### src/smt_pkg.sv
package smt_pkg;

	localparam int CAPACITY_DEF = 32;
	localparam int VALUE_W      = 32;
	localparam int COUNT_W      = 6;

	localparam logic [1:0] OP_INSERT = 2'd0;
	localparam logic [1:0] OP_DELETE = 2'd1;
	localparam logic [1:0] OP_DUMP   = 2'd2;

	localparam logic [1:0] KIND_STATUS = 2'd0;
	localparam logic [1:0] KIND_COUNT  = 2'd1;
	localparam logic [1:0] KIND_VALUE  = 2'd2;

	localparam logic [1:0] ST_OK        = 2'd0;
	localparam logic [1:0] ST_FULL      = 2'd1;
	localparam logic [1:0] ST_NOT_FOUND = 2'd2;

	typedef struct packed {
		logic [1:0]                 operation;
		logic signed [VALUE_W-1:0]  value;
	} cmd_t;

	typedef struct packed {
		logic [1:0]                 kind;
		logic [1:0]                 status;
		logic [COUNT_W-1:0]         entry_count;
		logic signed [VALUE_W-1:0]  item_value;
		logic                       last;
	} rsp_t;

endpackage

### src/smt_ram.sv
module smt_ram #(
	parameter int DEPTH = smt_pkg::CAPACITY_DEF
) (
	input  logic                              clk,
	input  logic                              we,
	input  logic [$clog2(DEPTH)-1:0]          waddr,
	input  logic signed [smt_pkg::VALUE_W-1:0] wdata,
	input  logic                              re,
	input  logic [$clog2(DEPTH)-1:0]          raddr,
	output logic signed [smt_pkg::VALUE_W-1:0] rdata
);

	logic signed [smt_pkg::VALUE_W-1:0] mem [DEPTH];
	logic signed [smt_pkg::VALUE_W-1:0] rdata_q;

	always_ff @(posedge clk) begin
		if (we) begin
			mem[waddr] <= wdata;
		end
	end

	// hold read data until the next read
	always_ff @(posedge clk) begin
		if (re) begin
			rdata_q <= mem[raddr];
		end
	end

	assign rdata = rdata_q;

endmodule

### src/smt_ctrl.sv
module smt_ctrl #(
	parameter int CAPACITY = smt_pkg::CAPACITY_DEF
) (
	input  logic                               clk,
	input  logic                               arst_n,
	input  logic                               cmd_valid,
	output logic                               cmd_ready,
	input  smt_pkg::cmd_t                      cmd,
	input  logic                               can_emit,
	output logic                               emit,
	output smt_pkg::rsp_t                      emit_rsp,
	output logic                               mem_we,
	output logic [$clog2(CAPACITY)-1:0]        mem_waddr,
	output logic signed [smt_pkg::VALUE_W-1:0] mem_wdata,
	output logic                               mem_re,
	output logic [$clog2(CAPACITY)-1:0]        mem_raddr,
	input  logic signed [smt_pkg::VALUE_W-1:0] mem_rdata
);

	localparam int AW    = $clog2(CAPACITY);
	localparam int CNT_W = $clog2(CAPACITY + 1);
	localparam logic [CNT_W-1:0] CAP_CNT = CNT_W'(CAPACITY);

	typedef enum logic [5:0] {
		S_IDLE  = 6'b000001,
		S_RD    = 6'b000010,
		S_EV    = 6'b000100,
		S_PUT   = 6'b001000,
		S_DCNT  = 6'b010000,
		S_DLAST = 6'b100000
	} state_t;

	state_t                             state_q, state_d;
	logic [1:0]                         op_q, op_d;
	logic signed [smt_pkg::VALUE_W-1:0] val_q, val_d;
	logic signed [smt_pkg::VALUE_W-1:0] prev_q, prev_d;
	logic [CNT_W-1:0]                   idx_q, idx_d;
	logic [CNT_W-1:0]                   occ_q, occ_d;
	logic                               found_q, found_d;
	logic [1:0]                         status_q, status_d;
	logic [CNT_W-1:0]                   idx_m1;

	assign idx_m1    = idx_q - 1'b1;
	assign cmd_ready = (state_q == S_IDLE);

	always_comb begin
		state_d   = state_q;
		op_d      = op_q;
		val_d     = val_q;
		prev_d    = prev_q;
		idx_d     = idx_q;
		occ_d     = occ_q;
		found_d   = found_q;
		status_d  = status_q;
		mem_we    = 1'b0;
		mem_waddr = idx_q[AW-1:0];
		mem_wdata = val_q;
		mem_re    = 1'b0;
		mem_raddr = idx_q[AW-1:0];
		emit      = 1'b0;
		emit_rsp  = '0;

		unique case (state_q)
			S_IDLE: begin
				if (cmd_valid) begin
					op_d  = cmd.operation;
					val_d = cmd.value;
					unique case (cmd.operation)
						smt_pkg::OP_INSERT: begin
							if (occ_q == CAP_CNT) begin
								status_d = smt_pkg::ST_FULL;
								state_d  = S_PUT;
							end else begin
								idx_d   = occ_q;
								state_d = S_RD;
							end
						end
						smt_pkg::OP_DELETE: begin
							idx_d   = '0;
							found_d = 1'b0;
							state_d = S_RD;
						end
						smt_pkg::OP_DUMP: begin
							state_d = S_DCNT;
						end
						default: begin
							// drop unknown operation
							state_d = S_IDLE;
						end
					endcase
				end
			end

			S_RD: begin
				unique case (op_q)
					smt_pkg::OP_INSERT: begin
						// walk down from the top; slot 0 reached means smallest value
						if (idx_q == '0) begin
							mem_we    = 1'b1;
							mem_waddr = '0;
							occ_d     = occ_q + 1'b1;
							status_d  = smt_pkg::ST_OK;
							state_d   = S_PUT;
						end else begin
							mem_re    = 1'b1;
							mem_raddr = idx_m1[AW-1:0];
							state_d   = S_EV;
						end
					end
					smt_pkg::OP_DELETE: begin
						if (idx_q == occ_q) begin
							if (found_q) begin
								occ_d    = occ_q - 1'b1;
								status_d = smt_pkg::ST_OK;
							end else begin
								status_d = smt_pkg::ST_NOT_FOUND;
							end
							state_d = S_PUT;
						end else begin
							mem_re  = 1'b1;
							state_d = S_EV;
						end
					end
					default: begin
						if (idx_q == occ_q) begin
							state_d = S_DLAST;
						end else begin
							mem_re  = 1'b1;
							state_d = S_EV;
						end
					end
				endcase
			end

			S_EV: begin
				unique case (op_q)
					smt_pkg::OP_INSERT: begin
						mem_we    = 1'b1;
						mem_waddr = idx_q[AW-1:0];
						if (mem_rdata >= val_q) begin
							// shift entry up one slot
							mem_wdata = mem_rdata;
							idx_d     = idx_m1;
							state_d   = S_RD;
						end else begin
							mem_wdata = val_q;
							occ_d     = occ_q + 1'b1;
							status_d  = smt_pkg::ST_OK;
							state_d   = S_PUT;
						end
					end
					smt_pkg::OP_DELETE: begin
						if (found_q) begin
							// close the gap behind the removed entry
							mem_we    = 1'b1;
							mem_waddr = idx_m1[AW-1:0];
							mem_wdata = mem_rdata;
						end else if (mem_rdata == val_q) begin
							found_d = 1'b1;
						end
						idx_d   = idx_q + 1'b1;
						state_d = S_RD;
					end
					default: begin
						// a value is sent once the next distinct one shows up
						if (idx_q != '0 && mem_rdata != prev_q) begin
							if (can_emit) begin
								emit                = 1'b1;
								emit_rsp.kind       = smt_pkg::KIND_VALUE;
								emit_rsp.item_value = prev_q;
								prev_d              = mem_rdata;
								idx_d               = idx_q + 1'b1;
								state_d             = S_RD;
							end
						end else begin
							prev_d  = mem_rdata;
							idx_d   = idx_q + 1'b1;
							state_d = S_RD;
						end
					end
				endcase
			end

			S_DCNT: begin
				if (can_emit) begin
					emit                 = 1'b1;
					emit_rsp.kind        = smt_pkg::KIND_COUNT;
					emit_rsp.entry_count = smt_pkg::COUNT_W'(occ_q);
					emit_rsp.last        = (occ_q == '0);
					idx_d                = '0;
					state_d              = (occ_q == '0) ? S_IDLE : S_RD;
				end
			end

			S_DLAST: begin
				if (can_emit) begin
					emit                = 1'b1;
					emit_rsp.kind       = smt_pkg::KIND_VALUE;
					emit_rsp.item_value = prev_q;
					emit_rsp.last       = 1'b1;
					state_d             = S_IDLE;
				end
			end

			S_PUT: begin
				if (can_emit) begin
					emit            = 1'b1;
					emit_rsp.kind   = smt_pkg::KIND_STATUS;
					emit_rsp.status = status_q;
					emit_rsp.last   = 1'b1;
					state_d         = S_IDLE;
				end
			end

			default: begin
				state_d = S_IDLE;
			end
		endcase
	end

	always_ff @(posedge clk or negedge arst_n) begin
		if (!arst_n) begin
			state_q <= S_IDLE;
			occ_q   <= '0;
		end else begin
			state_q <= state_d;
			occ_q   <= occ_d;
		end
	end

	always_ff @(posedge clk) begin
		op_q     <= op_d;
		val_q    <= val_d;
		prev_q   <= prev_d;
		idx_q    <= idx_d;
		found_q  <= found_d;
		status_q <= status_d;
	end

endmodule

### src/sorted_multiset_table.sv
// Sorted multiset table: up to CAPACITY signed 32-bit values kept in ascending
// order, duplicates allowed, stored in one single-port-read synchronous RAM.
// Command channel (cmd_valid/cmd_ready/cmd): insert, delete one occurrence, or
// dump. Result channel (rsp_valid/rsp_ready/rsp): insert and delete give one
// status beat; a dump gives the entry count, then each distinct value in
// ascending order, with last set on the final beat. Operation code 3 is dropped.
// One command is worked on at a time; cmd_ready is high only while idle.
// Every RAM access passes through a read state and an evaluate state. An insert
// walks down from the top entry, shifting each entry not below the new value up
// one slot, and goes straight to its status beat when the table is full; a delete
// walks every entry; a dump gives the count beat and then walks every entry.
// Results leave through an output register, so a new command is taken the cycle
// after the last beat is loaded, while that beat still waits.
// A stalled receiver holds the result and pauses a dump's RAM walk in place.
// Reset empties the table at once; RAM contents need no clearing.
module sorted_multiset_table #(
	parameter int CAPACITY = smt_pkg::CAPACITY_DEF
) (
	input  logic          clk,
	input  logic          arst_n,
	input  logic          cmd_valid,
	output logic          cmd_ready,
	input  smt_pkg::cmd_t cmd,
	output logic          rsp_valid,
	input  logic          rsp_ready,
	output smt_pkg::rsp_t rsp
);

	localparam int AW = $clog2(CAPACITY);

	logic                               can_emit;
	logic                               emit;
	smt_pkg::rsp_t                      emit_rsp;
	logic                               mem_we;
	logic [AW-1:0]                      mem_waddr;
	logic signed [smt_pkg::VALUE_W-1:0] mem_wdata;
	logic                               mem_re;
	logic [AW-1:0]                      mem_raddr;
	logic signed [smt_pkg::VALUE_W-1:0] mem_rdata;
	logic                               rsp_valid_q;
	smt_pkg::rsp_t                      rsp_q;

	assign can_emit = !rsp_valid_q || rsp_ready;

	smt_ctrl #(
		.CAPACITY(CAPACITY)
	) u_ctrl (
		.clk       (clk),
		.arst_n    (arst_n),
		.cmd_valid (cmd_valid),
		.cmd_ready (cmd_ready),
		.cmd       (cmd),
		.can_emit  (can_emit),
		.emit      (emit),
		.emit_rsp  (emit_rsp),
		.mem_we    (mem_we),
		.mem_waddr (mem_waddr),
		.mem_wdata (mem_wdata),
		.mem_re    (mem_re),
		.mem_raddr (mem_raddr),
		.mem_rdata (mem_rdata)
	);

	smt_ram #(
		.DEPTH(CAPACITY)
	) u_ram (
		.clk   (clk),
		.we    (mem_we),
		.waddr (mem_waddr),
		.wdata (mem_wdata),
		.re    (mem_re),
		.raddr (mem_raddr),
		.rdata (mem_rdata)
	);

	always_ff @(posedge clk or negedge arst_n) begin
		if (!arst_n) begin
			rsp_valid_q <= 1'b0;
		end else if (emit) begin
			rsp_valid_q <= 1'b1;
		end else if (rsp_ready) begin
			rsp_valid_q <= 1'b0;
		end
	end

	always_ff @(posedge clk) begin
		if (emit) begin
			rsp_q <= emit_rsp;
		end
	end

	assign rsp_valid = rsp_valid_q;
	assign rsp       = rsp_q;

endmodule

### config.mk
export PLATFORM = sky130hd
export DESIGN_NAME = sorted_multiset_table
export DESIGN_NICKNAME = d
export VERILOG_FILES = /design/src/smt_pkg.sv /design/src/smt_ram.sv /design/src/smt_ctrl.sv /design/src/sorted_multiset_table.sv
export SDC_FILE = /design/constraint.sdc
export NUM_CORES = 2
export LEC_CHECK = 0
export BUFFER_PORTS_ARGS = -buffer_cell sky130_fd_sc_hd__buf_2
export CORE_MARGIN = 3
export CORE_UTILIZATION = 55
export DETAILED_ROUTE_END_ITERATION = 6
export PLACE_DENSITY_LB_ADDON = 0.05
export SKIP_LAST_GASP = 1
export SYNTH_ARGS = -nofsm -noshare
export SYNTH_HDL_FRONTEND = slang
export SYNTH_HIERARCHICAL = 1
export SYNTH_SLANG_ARGS = --single-unit
export TNS_END_PERCENT = 20
### constraint.sdc
create_clock -name clk -period 4.05 [get_ports clk]
set_input_delay 0.2025 -clock clk [delete_from_list [all_inputs] [get_ports clk]]
set_output_delay 0.2025 -clock clk [all_outputs]
set_load 0.01 [all_outputs]
After elaboration in Yosys (flattened, before gate mapping):

Memories as Yosys holds them, arrays and structs flattened. A register that Yosys moved wholly into a read port is not among the register bits.
Index checks and enable logic that the tools add are counted.

* word-level logic and storage cells: 167
* output and inout port bits: 45
* bits in writable memories: 1024
* memories: 1
* flip-flop bits (word level): 131
* bits of input ports: 38

* bitwise gates (word level): 1
* muxes and demuxes: 90
* $lt $le $gt $ge: 1
* reductions and logical operators: 25
* equal/unequal tests: 31
* add/subtract/negate cells: 4

Memory list
* u_ram.mem: depth 32, width 32, rd ports 1, clocked after Yosys merged registers in 1, write ports 1, RTL line smt_ram.sv:13 `logic signed [smt_pkg::VALUE_W-1:0] mem [DEPTH];`

Operators with widths (number)
* 32-bit 2-to-1 mux: 8
* 32-bit case mux with 2 select lines: 2
* 6-bit 2-to-1 mux: 17
* 6-bit case mux with 2 select lines: 6
* 5-bit 2-to-1 mux: 7
* 33-bit 2-to-1 mux: 1
* 32-bit == test: 1
* 32-bit >= comparator: 1
* 32-bit inequality test: 1
* 6-bit case mux with 5 select lines: 1
* 2-bit 2-to-1 mux: 12
* 1-bit 2-to-1 mux: 21
* 6-bit case mux with 3 select lines: 1
* 4-bit 2-to-1 mux: 4
* 5-bit case mux with 3 select lines: 1
* 7-bit AND reduction: 2
* 6-bit by 1-bit adder with 6-bit output (second input constant): 2
* 6-bit == test (second input constant): 2
* 6-bit logical NOT: 2
* 2-bit inequality test (second input constant): 6
* 3-bit by 2-bit inequality test with 1-bit output (second input constant): 4
* 6-bit by 1-bit subtractor with 6-bit output (second input constant): 2
* 5-bit case mux with 2 select lines: 1
* 9-bit AND reduction: 1
* other kinds (30): 46

Logic depth before layout (Yosys ltp):

* word-level depth: 7
* gate-level depth with buffers: 17
* mapped depth without buffers: 13

Hierarchy:

The synthesis kept the hierarchy.

By module, submodules not included
* smt_ram: sequential area each 31710.4 µm², times used 1, area an instance 40812.9 µm², cells each 2260
* smt_ctrl: sequential area each 2553.7 µm², times used 1, area an instance 5555.3 µm², cells each 521
* sorted_multiset_table: sequential area each 1316.3 µm², times used 1, area an instance 1338.8 µm², cells each 46

Least setup slack after synthesis:

No wires, ideal clock.

* path type: reg2reg
* start point: register u_ctrl.idx_q[0]
* end point: memory u_ram/mem[28][0] in the netlist's numbering (enable)
* clock period less this slack: 4.291 ns
* path slack: -0.241 ns
* setup time: 0.421 ns
* required time: 3.629 ns
* arrival time: 3.870 ns
* stages on the path, launching flop included: 13
* buffers on the path: 2
* path through: edfxtp_1 clkbuf_1 inv_1 ha_1 nand2_1 nor3_1 inv_1 ha_1 mux2i_1 o221ai_1 or3b_2 clkbuf_1 nor2_1

* elaborated cells between the ends (all ways): 12
* those cells by class: add/sub: 1; mux: 10; reduce/logical: 1

RTL lines
* start: declaration: RTL line smt_ctrl.sv:37 `logic [CNT_W-1:0] idx_q, idx_d;`
* start signal: assignment: RTL line smt_ctrl.sv:235 `idx_q <= idx_d;`
* 6-bit by 1-bit subtractor with 6-bit output / 6-bit logical NOT (equally long branches): RTL line smt_ctrl.sv:43, smt_ctrl.sv:98
* 5-bit 2-to-1 mux, on equally long branches: RTL line smt_ctrl.sv:153, smt_ctrl.sv:98
* 5-bit 2-to-1 mux, on equally long branches: RTL line smt_ctrl.sv:136, smt_ctrl.sv:95
* 5-bit case mux with 2 select lines (*): RTL line smt_ctrl.sv:63 `unique case (state_q)`
* net mem_waddr[0]: RTL line sorted_multiset_table.sv:35 `logic [AW-1:0] mem_waddr;`
* end: declaration: RTL line smt_ram.sv:13

The timed path passes the listed nets; every way through them passes the cells marked *.

Final worst setup path:

* start point: register u_ram.rdata_q, in the netlist u_ram/rdata[30] (read register of u_ram.mem)
* end point: memory u_ram/mem[3][29] in the netlist's numbering, data pin

* word-level cells in the longest chain between the ends: 4

Ends and longest elaborated chain
* start: declaration: RTL line smt_ram.sv:14 `logic signed [smt_pkg::VALUE_W-1:0] rdata_q;`
* 32-bit >= comparator: RTL line smt_ctrl.sv:140 `if (mem_rdata >= val_q) begin`
* 32-bit 2-to-1 mux: RTL line smt_ctrl.sv:140
* 32-bit case mux with 2 select lines: RTL line smt_ctrl.sv:136 `unique case (op_q)`
* 32-bit 2-to-1 mux: RTL line smt_ctrl.sv:63
* net mem_wdata, one bit: RTL line sorted_multiset_table.sv:36 `logic signed [smt_pkg::VALUE_W-1:0] mem_wdata;`

The timed path passes the listed nets, and every way through them passes these cells.

==> impl_table.tex <==
\begin{tabular}{lr}
\hline
Metric & Value \\
\hline
\multicolumn{2}{l}{\textbf{Flow run}} \\
Number of violations of the max-capacitance limit & 0 \\
\multicolumn{2}{l}{\textbf{Logic synthesis}} \\
Cell taking the most area after synthesis & sky130\_fd\_sc\_hd\_\_edfxtp\_1 \\
Synthesized-area fraction occupied by ao, oa, aoi and oai cells & between 5 and 6\% \\
Proportion of synthesized chip area in sequential cells & roughly three quarters \\
Number of warning messages in the yosys log & 6 \\
Simple-gate portion of the synthesized area & 4.61\% \\
Post-synth EDFFs & roughly 1.2k \\
Main combinational cell family by area after synthesis & multiplexers \\
Netlist cell types & 62 \\
Synth Area in Adders & less than 1\% \\
Avg Synthesized Cell Area & approximately 17 sq um \\
Post-Synth XOR/XNOR Area & less than 1\% \\
Syn nets & about 2.9k \\
Portion of synthesized cell area occupied by the leading cell type & 73.9\% \\
Number of synthesized register bits & between 1k and 1.5k \\
Cells taking the most area after synthesis & sky130\_fd\_sc\_hd\_\_edfxtp\_1, sky130\_fd\_sc\_hd\_\_mux2i\_1, sky130\_fd\_sc\_hd\_\_a22oi\_1, sky130\_fd\_sc\_hd\_\_a21oi\_1, sky130\_fd\_sc\_hd\_\_a22o\_1 \\
Gate count after technology mapping & $\sim$2.8k \\
Main flop type after synthesis & sky130\_fd\_sc\_hd\_\_edfxtp\_1 \\
Synthesized cell area & roughly 48000 sq um \\
Proportion of synthesized flip-flops having asynchronous set or reset & 1.10\% \\
Multiplexer area fraction after synthesis & 11.6\% \\
\multicolumn{2}{l}{\textbf{Clock network}} \\
Clock tree root buffer cell & sky130\_fd\_sc\_hd\_\_clkbuf\_16 \\
Max Buffers Root-to-Sink & 3 \\
Clock tree from TritonCTS & done \\
Latest clock arrival within the worst-skew pair & $\sim$700 ps \\
Clock-pin slew of the registers on the worst-case setup and hold paths & around 60 ps \\
Sink count of the clock tree & 1187 \\
CTS Buf Count & 117 \\
H-tree level count & 3 \\
\multicolumn{2}{l}{\textbf{Cells and area}} \\
Commonest non-fill, non-tap cell in the layout & sky130\_fd\_sc\_hd\_\_edfxtp\_1 \\
Most frequent cells in the layout & sky130\_fd\_sc\_hd\_\_edfxtp\_1, sky130\_fd\_sc\_hd\_\_mux2i\_1, sky130\_fd\_sc\_hd\_\_nand2\_1 \\
Layout overhead on the synthesized area & 16.4\% \\
Ratio of cells with drive above 1 in the final layout & 15.9\% \\
Total Nets Final & 3193 \\
Fill cell instance count of the final layout & 5932 \\
\multicolumn{2}{l}{\textbf{Global route}} \\
Largest net degree at the start of global routing & between 80 and 90 \\
First-pass GRT wire length & between 150000 and 200000 um \\
Total track usage & approximately 29\% \\
GR Overflow Total & 0 \\
Number of antenna violations at the first check in global routing & 3 \\
Number of global-route vias before repair & approximately 26k \\
\multicolumn{2}{l}{\textbf{STA}} \\
Headroom to the max-slew limit & between 20 and 30\% \\
Unrepaired setup endpoints after global routing & no \\
Final Hold Viols & 0 \\
Worst-margin pin slew & roughly 1100 ps \\
Maximum frequency from static timing analysis & 0.255 GHz \\
Hold slack & $\sim$220 ps \\
Smallest setup slack after layout & around 130 ps \\
Clock period minus worst slack & 3920 ps \\
Final-report setup violation count & 0 \\
Skew final & between 30 and 40 ps \\
Final count of pins violating max slew & 0 \\
Final cycle utilization of the critical path & between 90\% and 100\% \\
Sum of negative setup slack & 0 ps \\
\multicolumn{2}{l}{\textbf{Die}} \\
Num rows & between 100 and 150 \\
Floorplan core area & between 80000 and 90000 sq um \\
Die X-Extent & about 300 um \\
Die Outline Area & $\sim$90000 sq um \\
IO Pins & 83 \\
Initial core utilization & $\sim$56\% \\
Vertical extent of the die & about 300 um \\
\multicolumn{2}{l}{\textbf{Place}} \\
Worst-case setup slack after placement & approximately 160 ps \\
\# port buffers & 82 \\
Routability-driven placement congestion ratio & 0.869 \\
Final HPWL from detailed placement & 73300 um \\
\multicolumn{2}{l}{\textbf{Power and ir drop}} \\
Power density normalized to cell area & between 600 and 700 nW/um\^{}2 \\
P\_leak & between 15 and 20 nW \\
IR Drop Worst-Case VDD & between 400 and 500 uV \\
\multicolumn{2}{l}{\textbf{Worst setup path}} \\
Worst-case reg-to-reg path depth & 9 \\
Critical setup path kind & reg2reg \\
Worst Setup Start Kind & flip-flop \\
Crit path required time & between 4000 and 5000 ps \\
Crit Path Max Fanout & 32 \\
Endpoint class of the critical path & flip-flop \\
Worst Path Arrival & between 4000 and 5000 ps \\
\multicolumn{2}{l}{\textbf{Detailed routing}} \\
First-pass detailed-route iteration total & 5 \\
Violation count after the first detailed-routing iteration & around 3.0k \\
DRT Wirelength & approximately 130000 um \\
Post-detailed-route DRC marker count & 0 \\
Drt via density & around 6.1 \\
Average routed wire per standard cell & 29.5 um \\
Count of vias placed by the detailed router & around 27k \\
Antenna-violating nets left & 0 \\
\multicolumn{2}{l}{\textbf{Outcome}} \\
Status & complete, no violations \\
\multicolumn{2}{l}{\textbf{Min path}} \\
Hold Crit Class & in2reg \\
WHS Path Cells & 2 \\
\hline
\end{tabular}
flip-flops by register name (all words and copies together), names as in the netlist:
name / cells
u_ctrl/status_q: 2
rsp_valid: 1
rsp: 43
u_ctrl/state_q: 6
u_ram/mem: 1024
u_ctrl/op_q: 2
u_ram/rdata: 32
u_ctrl/idx_q: 6
u_ctrl/found_q: 1
u_ctrl/occ_q: 6
u_ctrl/prev_q: 32
u_ctrl/val_q: 32
power breakdown:
part / leakage, nW / total [W] / switching (W) / internal (W)
Combinational: 6.98 / 0.00966 / 0.00596 / 0.00370
Clock: 1.79 / 0.0104 / 0.00450 / 0.00594
Sequential: 10.8 / 0.0151 / 0.000381 / 0.0147
Total: 19.5 / 0.0352 / 0.0108 / 0.0244
per-layer routing:
| metal | vias to the layer above | part of all wire, % | track usage [%] |
|---|---|---|---|
| li1 | 11700 | - | - |
| met1 | 13500 | 41 | 39.4 |
| met2 | 1104 | 48 | 46.2 |
| met3 | 242 | 7.8 | 5.82 |
| met4 | 2 | 3.5 | 9.68 |
| met5 | - | 0.010 | 0 |
final timing paths:
kind | end | start | slack, ps
worst max-delay path | u_ram/mem[3][29] | u_ram/rdata[30] | 130
worst min register to register | rsp[39] | u_ctrl/status_q[0] | 530
min in group asynchronous | u_ctrl/state_q[0] | arst_n | 550
max in group asynchronous | rsp_valid | arst_n | 2510
worst max register to register | u_ram/mem[3][29] | u_ram/rdata[30] | 130
worst min-delay path | u_ctrl/val_q[3] | cmd[3] | 220
kinds of logic after synthesis:
group / after synthesis
simple gates: 449
buf+inv: 189
mux: 549
fa+ha+maj: 37
xor+xnor: 54
compound gates: 362
flops: 1187
Yosys cell counts, types with 3 or more instances:
cell type,n
sky130_fd_sc_hd__edfxtp_1,1174
sky130_fd_sc_hd__mux2i_1,515
sky130_fd_sc_hd__nand2_1,134
sky130_fd_sc_hd__a21oi_1,118
sky130_fd_sc_hd__nand3_1,102
sky130_fd_sc_hd__a22oi_1,97
sky130_fd_sc_hd__a22o_1,64
sky130_fd_sc_hd__nor2_1,60
sky130_fd_sc_hd__clkbuf_1,56
sky130_fd_sc_hd__xnor2_1,48
sky130_fd_sc_hd__inv_1,42
sky130_fd_sc_hd__nor3_1,42
sky130_fd_sc_hd__buf_4,37
sky130_fd_sc_hd__ha_1,37
sky130_fd_sc_hd__a31oi_1,36
sky130_fd_sc_hd__and2_1,36
sky130_fd_sc_hd__buf_2,30
sky130_fd_sc_hd__mux2_1,30
sky130_fd_sc_hd__nand4_1,22
sky130_fd_sc_hd__o21ai_0,22
sky130_fd_sc_hd__buf_6,15
sky130_fd_sc_hd__dfrtp_1,12
sky130_fd_sc_hd__nand3b_1,7
sky130_fd_sc_hd__nor4_1,7
sky130_fd_sc_hd__buf_1,6
sky130_fd_sc_hd__nand2b_1,6
sky130_fd_sc_hd__nor2b_1,6
sky130_fd_sc_hd__xor2_1,6
sky130_fd_sc_hd__or2_2,5
sky130_fd_sc_hd__mux2_2,4
sky130_fd_sc_hd__nand4b_1,4
sky130_fd_sc_hd__a211oi_1,3
sky130_fd_sc_hd__a21o_1,3
sky130_fd_sc_hd__and3_1,3
sky130_fd_sc_hd__or3b_2,3
metrics by stage:
stage | total power [W] | instance area [sq um] | utilization, % | std cells
finish | 0.0352 | 55500 | 64.9 | 4362
global route | 0.0366 | 55500 | 64.9 | 4361
CTS | 0.0353 | 55500 | 64.8 | 4357
detailed placement | 0.0248 | 51400 | 60.0 | 4101
global placement | 0.0247 | 51400 | 60.0 | 4101
floorplan | 0.0214 | 47700 | - | 2827
cell type report:
type	count	area, sq um	area share (%)
clock inverters	69	633	1.14
well taps	1144	1430	2.58
diodes	2	5.00	0.00901
repair buffers	318	3190	5.74
multi-input cells	1451	11500	20.6
clock buffers	148	3070	5.52
flip-flops and latches	1187	35600	64.1
inverters	43	161	0.291
worst max-delay path: stages, from the launching register on:
cell and delay, ps:
sky130_fd_sc_hd__edfxtp_1 460, sky130_fd_sc_hd__ha_1 350, sky130_fd_sc_hd__nand4_1 180, sky130_fd_sc_hd__nor4_2 400
sky130_fd_sc_hd__nand4_1 350, sky130_fd_sc_hd__a31oi_1 360, sky130_fd_sc_hd__nor2_1 150, sky130_fd_sc_hd__o31ai_4 300
sky130_fd_sc_hd__buf_4 250, sky130_fd_sc_hd__mux2_1 700
what timing repair did:
item	CTS	global route
setup endpoints to repair	0	36
setup buffers	0	2
gates resized for setup	0	3
hold endpoints to repair	55	0
hold buffers	39	0
Power figures use the tool's default switching activity.
